--- src/hw/rtl/bftr_pkg.sv ---
// Shared constants and types for the bitmap font text renderer.
package bftr_pkg;

    localparam int MAX_GLYPH_ROWS = 32;
    localparam int GLYPH_COUNT    = 256;
    localparam int COORD_BITS     = 16;

    localparam int STORE_DEPTH = 16384;
    localparam int ADDR_BITS   = $clog2(STORE_DEPTH);
    localparam int BANK_DEPTH  = STORE_DEPTH / 2;
    localparam int BANK_BITS   = ADDR_BITS - 1;
    localparam int ROW_BITS    = $clog2(MAX_GLYPH_ROWS);
    localparam int FONT_BITS   = 6;

    localparam logic [1:0] OP_LOAD  = 2'd0;
    localparam logic [1:0] OP_START = 2'd1;
    localparam logic [1:0] OP_CHAR  = 2'd2;

    localparam logic       CFG_WIDTH  = 1'b0;
    localparam logic       CFG_HEIGHT = 1'b1;

    localparam logic [7:0] NEWLINE_CODE = 8'd10;
    localparam logic [FONT_BITS-1:0] NARROW_MAX = 6'd8;
    localparam logic [FONT_BITS-1:0] WIDE_MAX   = 6'd16;
    localparam logic [FONT_BITS-1:0] WIDTH_RST  = 6'd8;
    localparam logic [FONT_BITS-1:0] HEIGHT_RST = 6'd16;

    // Font geometry registers.
    typedef struct packed {
        logic [FONT_BITS-1:0] width;
        logic [FONT_BITS-1:0] height;
    } font_cfg_t;

    // Write request into the two byte banks (even and odd addresses).
    typedef struct packed {
        logic [1:0]           we;
        logic [BANK_BITS-1:0] idx;
        logic [7:0]           data;
    } glyph_wr_t;

    // Read request, same index for both banks.
    typedef struct packed {
        logic                 en;
        logic [BANK_BITS-1:0] idx;
    } glyph_rd_t;

endpackage

--- src/hw/rtl/bftr_if.sv ---
// Valid/ready channel interfaces for renderer commands and glyph rows.
interface bftr_in_if;
    logic               valid;
    logic               ready;
    logic [1:0]         op;
    logic [13:0]        font_addr;
    logic [7:0]         font_byte;
    logic signed [15:0] start_x;
    logic signed [15:0] start_y;
    logic [31:0]        color;
    logic [7:0]         ch;

    modport source (output valid, op, font_addr, font_byte, start_x, start_y, color, ch,
                    input ready);
    modport sink (input valid, op, font_addr, font_byte, start_x, start_y, color, ch,
                  output ready);
endinterface

interface bftr_out_if;
    logic               valid;
    logic               ready;
    logic signed [15:0] row_x;
    logic signed [15:0] row_y;
    logic [15:0]        row_bits;
    logic [31:0]        pixel_color;
    logic               last;

    modport source (output valid, row_x, row_y, row_bits, pixel_color, last, input ready);
    modport sink (input valid, row_x, row_y, row_bits, pixel_color, last, output ready);
endinterface

--- src/hw/rtl/bftr_engine.sv ---
// Command sequencer: cursor state, glyph row reads and the result register.
module bftr_engine (
    input  logic                clk,
    input  logic                rst_n,
    input  bftr_pkg::font_cfg_t cfg,
    bftr_in_if.sink             in_ch,
    bftr_out_if.source          out_ch,
    output bftr_pkg::glyph_wr_t wr,
    output bftr_pkg::glyph_rd_t rd,
    input  logic [7:0]          even_data,
    input  logic [7:0]          odd_data
);

    localparam logic ST_IDLE = 1'b0;
    localparam logic ST_RUN  = 1'b1;

    localparam int CB = bftr_pkg::COORD_BITS;
    localparam int AB = bftr_pkg::ADDR_BITS;
    localparam int RB = bftr_pkg::ROW_BITS;
    localparam int FB = bftr_pkg::FONT_BITS;

    logic          state_reg, state_next;
    logic [CB-1:0] cursor_x_reg, cursor_x_next;
    logic [CB-1:0] cursor_y_reg, cursor_y_next;
    logic [CB-1:0] origin_x_reg, origin_x_next;
    logic [31:0]   text_color_reg, text_color_next;

    // Per-character walk.
    logic [AB-1:0] addr_reg, addr_next;
    logic [RB-1:0] row_reg, row_next;
    logic [RB-1:0] rows_m1_reg, rows_m1_next;
    logic [CB-1:0] ry_reg, ry_next;
    logic [CB-1:0] rx_reg, rx_next;
    logic          wide_reg, wide_next;

    // Read stage sideband, aligned with the RAM read data.
    logic          d_valid_reg, d_valid_next;
    logic [CB-1:0] d_y_reg;
    logic          d_last_reg;
    logic          d_sel_reg;
    logic          d_wide_reg;

    // Result register.
    logic          o_valid_reg, o_valid_next;
    logic [CB-1:0] o_x_reg, o_y_reg;
    logic [15:0]   o_bits_reg;
    logic [31:0]   o_color_reg;
    logic          o_last_reg;

    logic          accept;
    logic          issue;
    logic          load_out;
    logic          is_newline;
    logic          draw;
    logic          wide_font;
    logic [AB-1:0] glyph_prod;
    logic [AB-1:0] glyph_base;
    logic [15:0]   row_bits;

    assign in_ch.ready = (state_reg == ST_IDLE) && !d_valid_reg;
    assign accept      = in_ch.valid && in_ch.ready;
    assign load_out    = d_valid_reg && (!o_valid_reg || out_ch.ready);
    assign issue       = (state_reg == ST_RUN) && (!d_valid_reg || load_out);

    // Character decode and glyph base address.
    assign is_newline = (in_ch.ch == bftr_pkg::NEWLINE_CODE);
    assign wide_font  = (cfg.width > bftr_pkg::NARROW_MAX);
    assign draw = (cfg.width <= bftr_pkg::WIDE_MAX)
               && ({1'b0, in_ch.ch} < 9'(bftr_pkg::GLYPH_COUNT))
               && (cfg.height != '0);
    assign glyph_prod = AB'({{(AB-8){1'b0}}, in_ch.ch} * {{(AB-FB){1'b0}}, cfg.height});
    assign glyph_base = wide_font ? {glyph_prod[AB-2:0], 1'b0} : glyph_prod;

    // Glyph store write for load transfers.
    always_comb
    begin
        wr.we   = 2'b00;
        wr.idx  = in_ch.font_addr[AB-1:1];
        wr.data = in_ch.font_byte;
        if (accept && (in_ch.op == bftr_pkg::OP_LOAD))
        begin
            wr.we = in_ch.font_addr[0] ? 2'b10 : 2'b01;
        end
    end

    assign rd.en  = issue;
    assign rd.idx = addr_reg[AB-1:1];

    // Command handling and row sequencing.
    always_comb
    begin
        state_next      = state_reg;
        cursor_x_next   = cursor_x_reg;
        cursor_y_next   = cursor_y_reg;
        origin_x_next   = origin_x_reg;
        text_color_next = text_color_reg;
        addr_next       = addr_reg;
        row_next        = row_reg;
        rows_m1_next    = rows_m1_reg;
        ry_next         = ry_reg;
        rx_next         = rx_reg;
        wide_next       = wide_reg;

        if (accept)
        begin
            case (in_ch.op)
                bftr_pkg::OP_START:
                begin
                    cursor_x_next   = CB'(in_ch.start_x);
                    origin_x_next   = CB'(in_ch.start_x);
                    cursor_y_next   = CB'(in_ch.start_y);
                    text_color_next = in_ch.color;
                end
                bftr_pkg::OP_CHAR:
                begin
                    if (is_newline)
                    begin
                        cursor_x_next = origin_x_reg;
                        cursor_y_next = cursor_y_reg + CB'(cfg.height);
                    end
                    else
                    begin
                        cursor_x_next = cursor_x_reg + CB'(cfg.width);
                        if (draw)
                        begin
                            state_next = ST_RUN;
                            addr_next  = glyph_base;
                            row_next   = '0;
                            rows_m1_next = (cfg.height > FB'(bftr_pkg::MAX_GLYPH_ROWS))
                                         ? RB'(bftr_pkg::MAX_GLYPH_ROWS - 1)
                                         : RB'(cfg.height - 6'd1);
                            ry_next    = cursor_y_reg;
                            rx_next    = cursor_x_reg;
                            wide_next  = wide_font;
                        end
                    end
                end
                default:
                begin
                end
            endcase
        end

        if (issue)
        begin
            addr_next = addr_reg + (wide_reg ? AB'(2) : AB'(1));
            row_next  = row_reg + RB'(1);
            ry_next   = ry_reg + CB'(1);
            if (row_reg == rows_m1_reg)
            begin
                state_next = ST_IDLE;
            end
        end
    end

    // Read stage occupancy and result register occupancy.
    always_comb
    begin
        d_valid_next = d_valid_reg;
        if (issue)
        begin
            d_valid_next = 1'b1;
        end
        else if (load_out)
        begin
            d_valid_next = 1'b0;
        end

        o_valid_next = o_valid_reg;
        if (load_out)
        begin
            o_valid_next = 1'b1;
        end
        else if (out_ch.ready)
        begin
            o_valid_next = 1'b0;
        end
    end

    // Assemble the pixel mask from the bank outputs.
    assign row_bits = d_wide_reg ? {even_data, odd_data}
                                 : {(d_sel_reg ? odd_data : even_data), 8'h00};

    // Control registers.
    always_ff @(posedge clk or negedge rst_n)
    begin
        if (!rst_n)
        begin
            state_reg      <= ST_IDLE;
            cursor_x_reg   <= '0;
            cursor_y_reg   <= '0;
            origin_x_reg   <= '0;
            text_color_reg <= '0;
            d_valid_reg    <= 1'b0;
            o_valid_reg    <= 1'b0;
        end
        else
        begin
            state_reg      <= state_next;
            cursor_x_reg   <= cursor_x_next;
            cursor_y_reg   <= cursor_y_next;
            origin_x_reg   <= origin_x_next;
            text_color_reg <= text_color_next;
            d_valid_reg    <= d_valid_next;
            o_valid_reg    <= o_valid_next;
        end
    end

    // Walk and payload registers.
    always_ff @(posedge clk)
    begin
        addr_reg    <= addr_next;
        row_reg     <= row_next;
        rows_m1_reg <= rows_m1_next;
        ry_reg      <= ry_next;
        rx_reg      <= rx_next;
        wide_reg    <= wide_next;
        if (issue)
        begin
            d_y_reg    <= ry_reg;
            d_last_reg <= (row_reg == rows_m1_reg);
            d_sel_reg  <= addr_reg[0];
            d_wide_reg <= wide_reg;
        end
        if (load_out)
        begin
            o_x_reg     <= rx_reg;
            o_y_reg     <= d_y_reg;
            o_bits_reg  <= row_bits;
            o_color_reg <= text_color_reg;
            o_last_reg  <= d_last_reg;
        end
    end

    assign out_ch.valid       = o_valid_reg;
    assign out_ch.row_x       = o_x_reg[15:0];
    assign out_ch.row_y       = o_y_reg[15:0];
    assign out_ch.row_bits    = o_bits_reg;
    assign out_ch.pixel_color = o_color_reg;
    assign out_ch.last        = o_last_reg;

endmodule

--- src/flat_wrapper.sv ---
// flat-port wrapper written by rule: the top's interface ports become plain ports
module bftr_engine_flat 
  (clk, rst_n, cfg, wr, rd, even_data, odd_data, in_ch_valid, in_ch_op, in_ch_font_addr, in_ch_font_byte, in_ch_start_x, in_ch_start_y, in_ch_color, in_ch_ch, in_ch_ready, out_ch_valid, out_ch_row_x, out_ch_row_y, out_ch_row_bits, out_ch_pixel_color, out_ch_last, out_ch_ready);
  bftr_in_if in_ch_i ();
  bftr_out_if out_ch_i ();
  input  logic clk;
  input  logic rst_n;
  input  bftr_pkg::font_cfg_t cfg;
  output bftr_pkg::glyph_wr_t wr;
  output bftr_pkg::glyph_rd_t rd;
  input  logic [7:0] even_data;
  input  logic [7:0] odd_data;
  input wire logic [$bits(in_ch_i.valid)-1:0] in_ch_valid;
  input wire logic [$bits(in_ch_i.op)-1:0] in_ch_op;
  input wire logic [$bits(in_ch_i.font_addr)-1:0] in_ch_font_addr;
  input wire logic [$bits(in_ch_i.font_byte)-1:0] in_ch_font_byte;
  input wire logic [$bits(in_ch_i.start_x)-1:0] in_ch_start_x;
  input wire logic [$bits(in_ch_i.start_y)-1:0] in_ch_start_y;
  input wire logic [$bits(in_ch_i.color)-1:0] in_ch_color;
  input wire logic [$bits(in_ch_i.ch)-1:0] in_ch_ch;
  output wire logic [$bits(in_ch_i.ready)-1:0] in_ch_ready;
  output wire logic [$bits(out_ch_i.valid)-1:0] out_ch_valid;
  output wire logic [$bits(out_ch_i.row_x)-1:0] out_ch_row_x;
  output wire logic [$bits(out_ch_i.row_y)-1:0] out_ch_row_y;
  output wire logic [$bits(out_ch_i.row_bits)-1:0] out_ch_row_bits;
  output wire logic [$bits(out_ch_i.pixel_color)-1:0] out_ch_pixel_color;
  output wire logic [$bits(out_ch_i.last)-1:0] out_ch_last;
  input wire logic [$bits(out_ch_i.ready)-1:0] out_ch_ready;
  assign in_ch_i.valid = in_ch_valid;
  assign in_ch_i.op = in_ch_op;
  assign in_ch_i.font_addr = in_ch_font_addr;
  assign in_ch_i.font_byte = in_ch_font_byte;
  assign in_ch_i.start_x = in_ch_start_x;
  assign in_ch_i.start_y = in_ch_start_y;
  assign in_ch_i.color = in_ch_color;
  assign in_ch_i.ch = in_ch_ch;
  assign in_ch_ready = in_ch_i.ready;
  assign out_ch_valid = out_ch_i.valid;
  assign out_ch_row_x = out_ch_i.row_x;
  assign out_ch_row_y = out_ch_i.row_y;
  assign out_ch_row_bits = out_ch_i.row_bits;
  assign out_ch_pixel_color = out_ch_i.pixel_color;
  assign out_ch_last = out_ch_i.last;
  assign out_ch_i.ready = out_ch_ready;
  bftr_engine u_core (.clk(clk), .rst_n(rst_n), .cfg(cfg), .in_ch(in_ch_i), .out_ch(out_ch_i), .wr(wr), .rd(rd), .even_data(even_data), .odd_data(odd_data));
endmodule
--- config.mk ---
export PLATFORM = sky130hd
export DESIGN_NAME = bftr_engine_flat
export DESIGN_NICKNAME = d
export VERILOG_FILES = /design/src/hw/rtl/bftr_pkg.sv /design/src/hw/rtl/bftr_if.sv /design/src/hw/rtl/bftr_engine.sv /design/src/flat_wrapper.sv
export SDC_FILE = /design/constraint.sdc
export NUM_CORES = 1
export LEC_CHECK = 0
export ABC_AREA = 1
export BUFFER_PORTS_ARGS = -buffer_cell sky130_fd_sc_hd__buf_2
export CORE_MARGIN = 4
export CORE_UTILIZATION = 50
export CTS_BUF_LIST = sky130_fd_sc_hd__clkbuf_4
export DETAILED_ROUTE_END_ITERATION = 7
export GPL_TIMING_DRIVEN = 0
export PLACE_DENSITY = 0.73
export SETUP_SLACK_MARGIN = 0.02
export SYNTH_ARGS = -nofsm -noshare
export SYNTH_HDL_FRONTEND = slang
export SYNTH_SLANG_ARGS = --single-unit
--- constraint.sdc ---
create_clock -name clk -period 7.1 [get_ports clk]
set_input_delay 1.42 -clock clk [delete_from_list [all_inputs] [get_ports clk]]
set_output_delay 1.42 -clock clk [all_outputs]
set_load 0.01 [all_outputs]
* Word level (Yosys, flattened, before mapping)
Index checks and enable logic that the tools add are counted.
** Word-level totals
- Register bits after elaboration :: 240
- Bits of input ports :: 128
- Output and inout port bits :: 120
- Logic and storage cells :: 99
** Operators by class
- $add $sub $neg :: 6
- Multipliers :: 1
- $lt $le $gt $ge :: 3
- Equality and inequality tests :: 6
- Muxes and demuxes :: 35
- Bitwise operators :: 2
- Reduce and logical (&&, ||, !) cells :: 23
** Operator list (count)
- two-way mux 16 bit :: 8
- two-way mux 14 bit :: 6
- case mux 16 bit (2 select lines) :: 2
- adder 16 x 6 -> 16 bit :: 2
- two-way mux 5 bit :: 5
- adder 16 x 1 -> 16 bit (second input constant) :: 1
- adder 14 bit :: 1
- multiplier 8 x 6 -> 14 bit :: 1
- nonzero test 2 bit :: 6
- two-way mux 1 bit :: 10
- == test 8 x 4 -> 1 bit (second input constant) :: 1
- two-way mux 8 bit :: 1
- AND reduction 4 bit :: 2
- > comparator 6 x 4 -> 1 bit (second input constant) :: 1
- > comparator 6 bit (second input constant) :: 1
- less-or-equal comparator 6 x 5 -> 1 bit (second input constant) :: 1
- logical AND 1 bit :: 6
- two-way mux 2 bit :: 3
- nonzero test 6 bit :: 1
- adder 5 x 1 -> 5 bit (second input constant) :: 1
- == test 5 bit :: 1
- subtractor 5 x 1 -> 5 bit (second input constant) :: 1
- inequality test 2 x 1 -> 1 bit (second input constant) :: 2
- AND reduction 2 bit :: 2
- 7 further kinds :: 10

* Logic depth before layout (Yosys ltp)
- Word-level depth :: 8
- Depth in mapped cells :: 19
- Gate-level depth less buffers :: 18

* Worst setup path after synthesis
Ideal clock, no wire load.
- Path kind :: input-to-reg
- Start :: input port out_ch_ready
- End :: register u_core.o_last_reg (netlist: u_core.out_ch.last) (enable)
- Setup time :: 0.547 ns
- Arrival time :: 5.382 ns
- Data required time :: 6.553 ns
- Slack :: 1.171 ns
- Stages :: 2
- Buffers on the path :: 0
- Cell sequence :: inv_1 > a21oi_1
** On the way
- Longest elaborated chain between the ends :: 2
** Ends and longest elaborated chain
- from (decl) :: line flat_wrapper.sv:28 : input wire logic [$bits(out_ch_i.ready)-1:0] out_ch_ready;
- logical OR 1 bit :: line bftr_engine.sv:62 : assign load_out = d_valid_reg && (!o_valid_reg || out_ch.ready);
- logical AND 1 bit :: line bftr_engine.sv:62
- via u_core.load_out :: line bftr_engine.sv:52 : logic load_out;
- to (signal assigned) :: line bftr_engine.sv:231 : o_last_reg <= d_last_reg;
- to (decl) :: line bftr_engine.sv:48 : logic o_last_reg;
The timed path passes the listed nets, and every way through them passes these cells.
A chain may end at the register's enable or synchronous reset.

* Worst setup path in the final report
- Start :: input port cfg[5] in the netlist's numbering
- End :: register u_core.addr_reg[10], data pin
** On the way
- Longest elaborated chain between the ends :: 7
** Ends and longest elaborated chain
- from (decl) :: line flat_wrapper.sv:8 : input bftr_pkg::font_cfg_t cfg;
- multiplier 8 x 6 -> 14 bit :: line bftr_engine.sv:71 : assign glyph_prod = AB'({{(AB-8){1'b0}}, in_ch.ch} * {{(AB-FB){1'b0}}, cfg.height});
- two-way mux 14 bit :: line bftr_engine.sv:72 : assign glyph_base = wide_font ? {glyph_prod[AB-2:0], 1'b0} : glyph_prod;
- two-way mux 14 bit :: line bftr_engine.sv:124 : if (draw)
- two-way mux 14 bit :: line bftr_engine.sv:116 : if (is_newline)
- two-way mux 14 bit :: line bftr_engine.sv:106 : case (in_ch.op)
- two-way mux 14 bit :: line bftr_engine.sv:104 : if (accept)
- two-way mux 14 bit :: line bftr_engine.sv:144 : if (issue)
- via u_core.addr_next[10] :: line bftr_engine.sv:29 : logic [AB-1:0] addr_reg, addr_next;
- to (signal assigned) :: line bftr_engine.sv:212 : addr_reg <= addr_next;
- to (decl) :: line bftr_engine.sv:29
The timed path passes the listed nets, and every way through them passes these cells. The select of a mux whose other input is x is not followed.

==> results.md <==
- DR pass1 iterations: 5
- Count leader, synth: nand2_1
- Startpoint class of the critical path: input pin
- Final WL: about 29 mm
- Largest net degree at the start of global routing: between 60 and 70
- Hold-fix buffers, CTS: 0
- Routed WL per cell: between 10 and 15 um
- Worst Tran Pin Value: 0.938 ns
- Die area: about 28000 um2
- Die Span X: between 150 and 200 um
- Total GRT Usage: 0.204
- Yosys cell types: 39
- IO Count: ~250
- MaxCap Viol Count: 0
- RSZ-0062 raised after global routing: no
- Count of input and output buffers: between 200 and 250
- Final period demand of the worst path: approximately 4.6 ns
- Critical path required time: 7.51 ns
- Initial antenna violation count: 3
- Synth Area per Inst: a little under 10 um2
- Flops & latches, synth: 240
- Layout cell share with drive strength beyond 1: 0.265
- Post-Syn Nets: 1495
- Setup WS pre-CTS: 1.86 ns
- Area Overhead vs Synth: 19.2%
- Leakage power: 0.00752 uW
- H-tree depth: 2
- Ys async rst share: 0.346
- Critical Path End Type: flip-flop
- Top cell type's share of synthesized area: 0.369
- Synth Flop Type: edfxtp_1
- Post-DRT Antenna Nets: 0
- # setup viols final: 0
- FILL cells: around 2.1k
- Clock Skew: around 0.06 ns
- Final Slew Violations: 0
- GPL Wtd Cong: ~0.93
- Worst hold margin: 0.410 ns
- DP Wirelength: ~22 mm
- Mapped cell area: roughly 13000 um2
- Max IR drop VDD: about 220 uV
- Kind of critical path: input pin to flip-flop
- Largest cells by area after synthesis: edfxtp_1 37%, dfrtp_1 16%, nand2_1 8.0%, inv_1 5.8%, fa_1 4.4%
- Final period utilization: 0.644
- CTS Buf Count: 60
- FMAX: approximately 220 MHz
- Hold Path Class: flip-flop to flip-flop
- Synth area leader: edfxtp_1
- Initial cell density of the core: 0.507
- CTS Root Cell: clkbuf_4
- Commonest cells post-synth: 271 x nand2_1, 197 x inv_1, 157 x edfxtp_1, 88 x nand3_1, 83 x dfrtp_1
- Max-Slew Margin vs Limit: 0.374
- Standard-cell row count: just under 60
- Fin area: between 15000 and 20000 um2
- Post-CTS sizing: 0
- DRC: 0
- Final WS setup: 2.53 ns
- Skew-Pair Late Insertion Delay: ~0.7 ns
- GR Overflow Total: 0
- Via count: 9783
- Clock slew at reported path FFs: 0.06 ns
- Vias in the first global route: 9561
- Pwr per Cell Area: ~380 nW/um2
- Yosys warnings: 0
- Post-CTS setup buffers: 0
- Post-synth EDFFs: between 150 and 200
- Status: finished clean
- Initial DRC Count: roughly 750
- CTS tree: yes
- Critical Path AT: between 4 and 5 ns
- Post-synthesis sequential area ratio: 0.532
- Setup TNS: 0 ns
- Mapped Cells: 1296
- Overall die height: between 150 and 200 um
- Fin. Hold Viols: 0
- CP max FO: 10
- Nets@finish: roughly 1.8k
- Via density: 4.96
- Clk sink count: 240
- Core area: about 25000 um2
- First-pass GRT wire length: approximately 47 mm
- Placed Instance Area: ~14000 um2
- Clock Path Buffers: 3
[cell usage in the layout (no fill, tap or decap), drive strengths merged]
cell type	count
and2	1
a21boi	7
nand4	13
nand2	271
clkinv	22
a21oi	72
ha	43
xnor2	12
o211ai	8
o31ai	1
nor4	2
nor3	10
nand3b	1
buf	279
diode	3
a31oi	5
a21o	4
or2	8
a22oi	9
o21bai	3
o21ai	50
clkbuf	112
o22ai	2
dfrtp	83
clkinvlp	1
mux2	44
fa	28
nor3b	4
inv	200
xor2	19
edfxtp	157
nor2	80
nand3	88
[worst max-delay path, cell delays in order]
cell and delay, ns:
buf_2 0.10, clkbuf_1 0.42, nand2_1 0.16, fa_1 0.57, inv_1 0.06, fa_1 0.53
inv_1 0.05, fa_1 0.53, inv_1 0.04, ha_1 0.36, nand2_1 0.10, inv_1 0.05
a21oi_1 0.17, nand2_1 0.08, nand2_1 0.07, nand3_1 0.07, nand3_1 0.10, o21ai_0 0.10
[layout make-up]
class / count / area, um2 / area share
clock inverter: 23 / 101 / 0.00666
buffer: 71 / 440 / 0.0289
clock buffer: 90 / 676 / 0.0444
sequential: 240 / 6790 / 0.446
timing repair buffer: 230 / 1240 / 0.0817
antenna: 3 / 7.51 / 0.000493
multi-input combinational: 785 / 4790 / 0.315
inverter: 200 / 751 / 0.0493
tap: 330 / 413 / 0.0271
[metal layers]
layer  up-vias  GRT usage  part of all wire
met5         -          0                 0
li1       4871          -                 -
met4         0     0.0720             0.026
met3        57     0.0463             0.079
met2       346      0.317              0.45
met1      4509      0.283              0.45
[cell families after synthesis]
kind of cell    share of synthesized area
simple gates                        0.158
flops                               0.532
fa+ha+maj                          0.0861
xor+xnor                           0.0213
mux                                0.0388
compound gates                     0.0704
buf+inv                            0.0933
[final timing paths]
kind	start	end	slack [ns]	depth (start not counted)
setup / recovery	cfg[5]	u_core.addr_reg[10]	2.53	18
min in group asynchronous	rst_n	u_core.text_color_reg[31]	0.60	1
hold / removal	u_core.d_y_reg[0]	u_core.out_ch.row_y[0]	0.41	0
setup reg to reg	u_core.wide_reg	u_core.addr_reg[12]	4.68	13
max in group asynchronous	rst_n	u_core.cursor_y_reg[0]	5.83	2
hold reg to reg	u_core.d_y_reg[0]	u_core.out_ch.row_y[0]	0.41	0
[per-stage QoR]
step	utilization	total power, uW	instances
6_report	0.604	5840	1972
5_1_grt	0.604	6310	1972
4_1_cts	0.604	5880	1969
3_5_place_dp	0.573	4720	1856
3_3_place_gp	0.568	4640	1852
2_1_floorplan	-	4000	1296
[where the power goes]
group	leakage [uW]	internal, uW	switching, uW
clock	0.000460	584	552
sequential	0.00250	2260	324
combinational	0.00457	852	1270
total	0.00752	3690	2140
No activity file was read; power rests on OpenSTA's default activity.
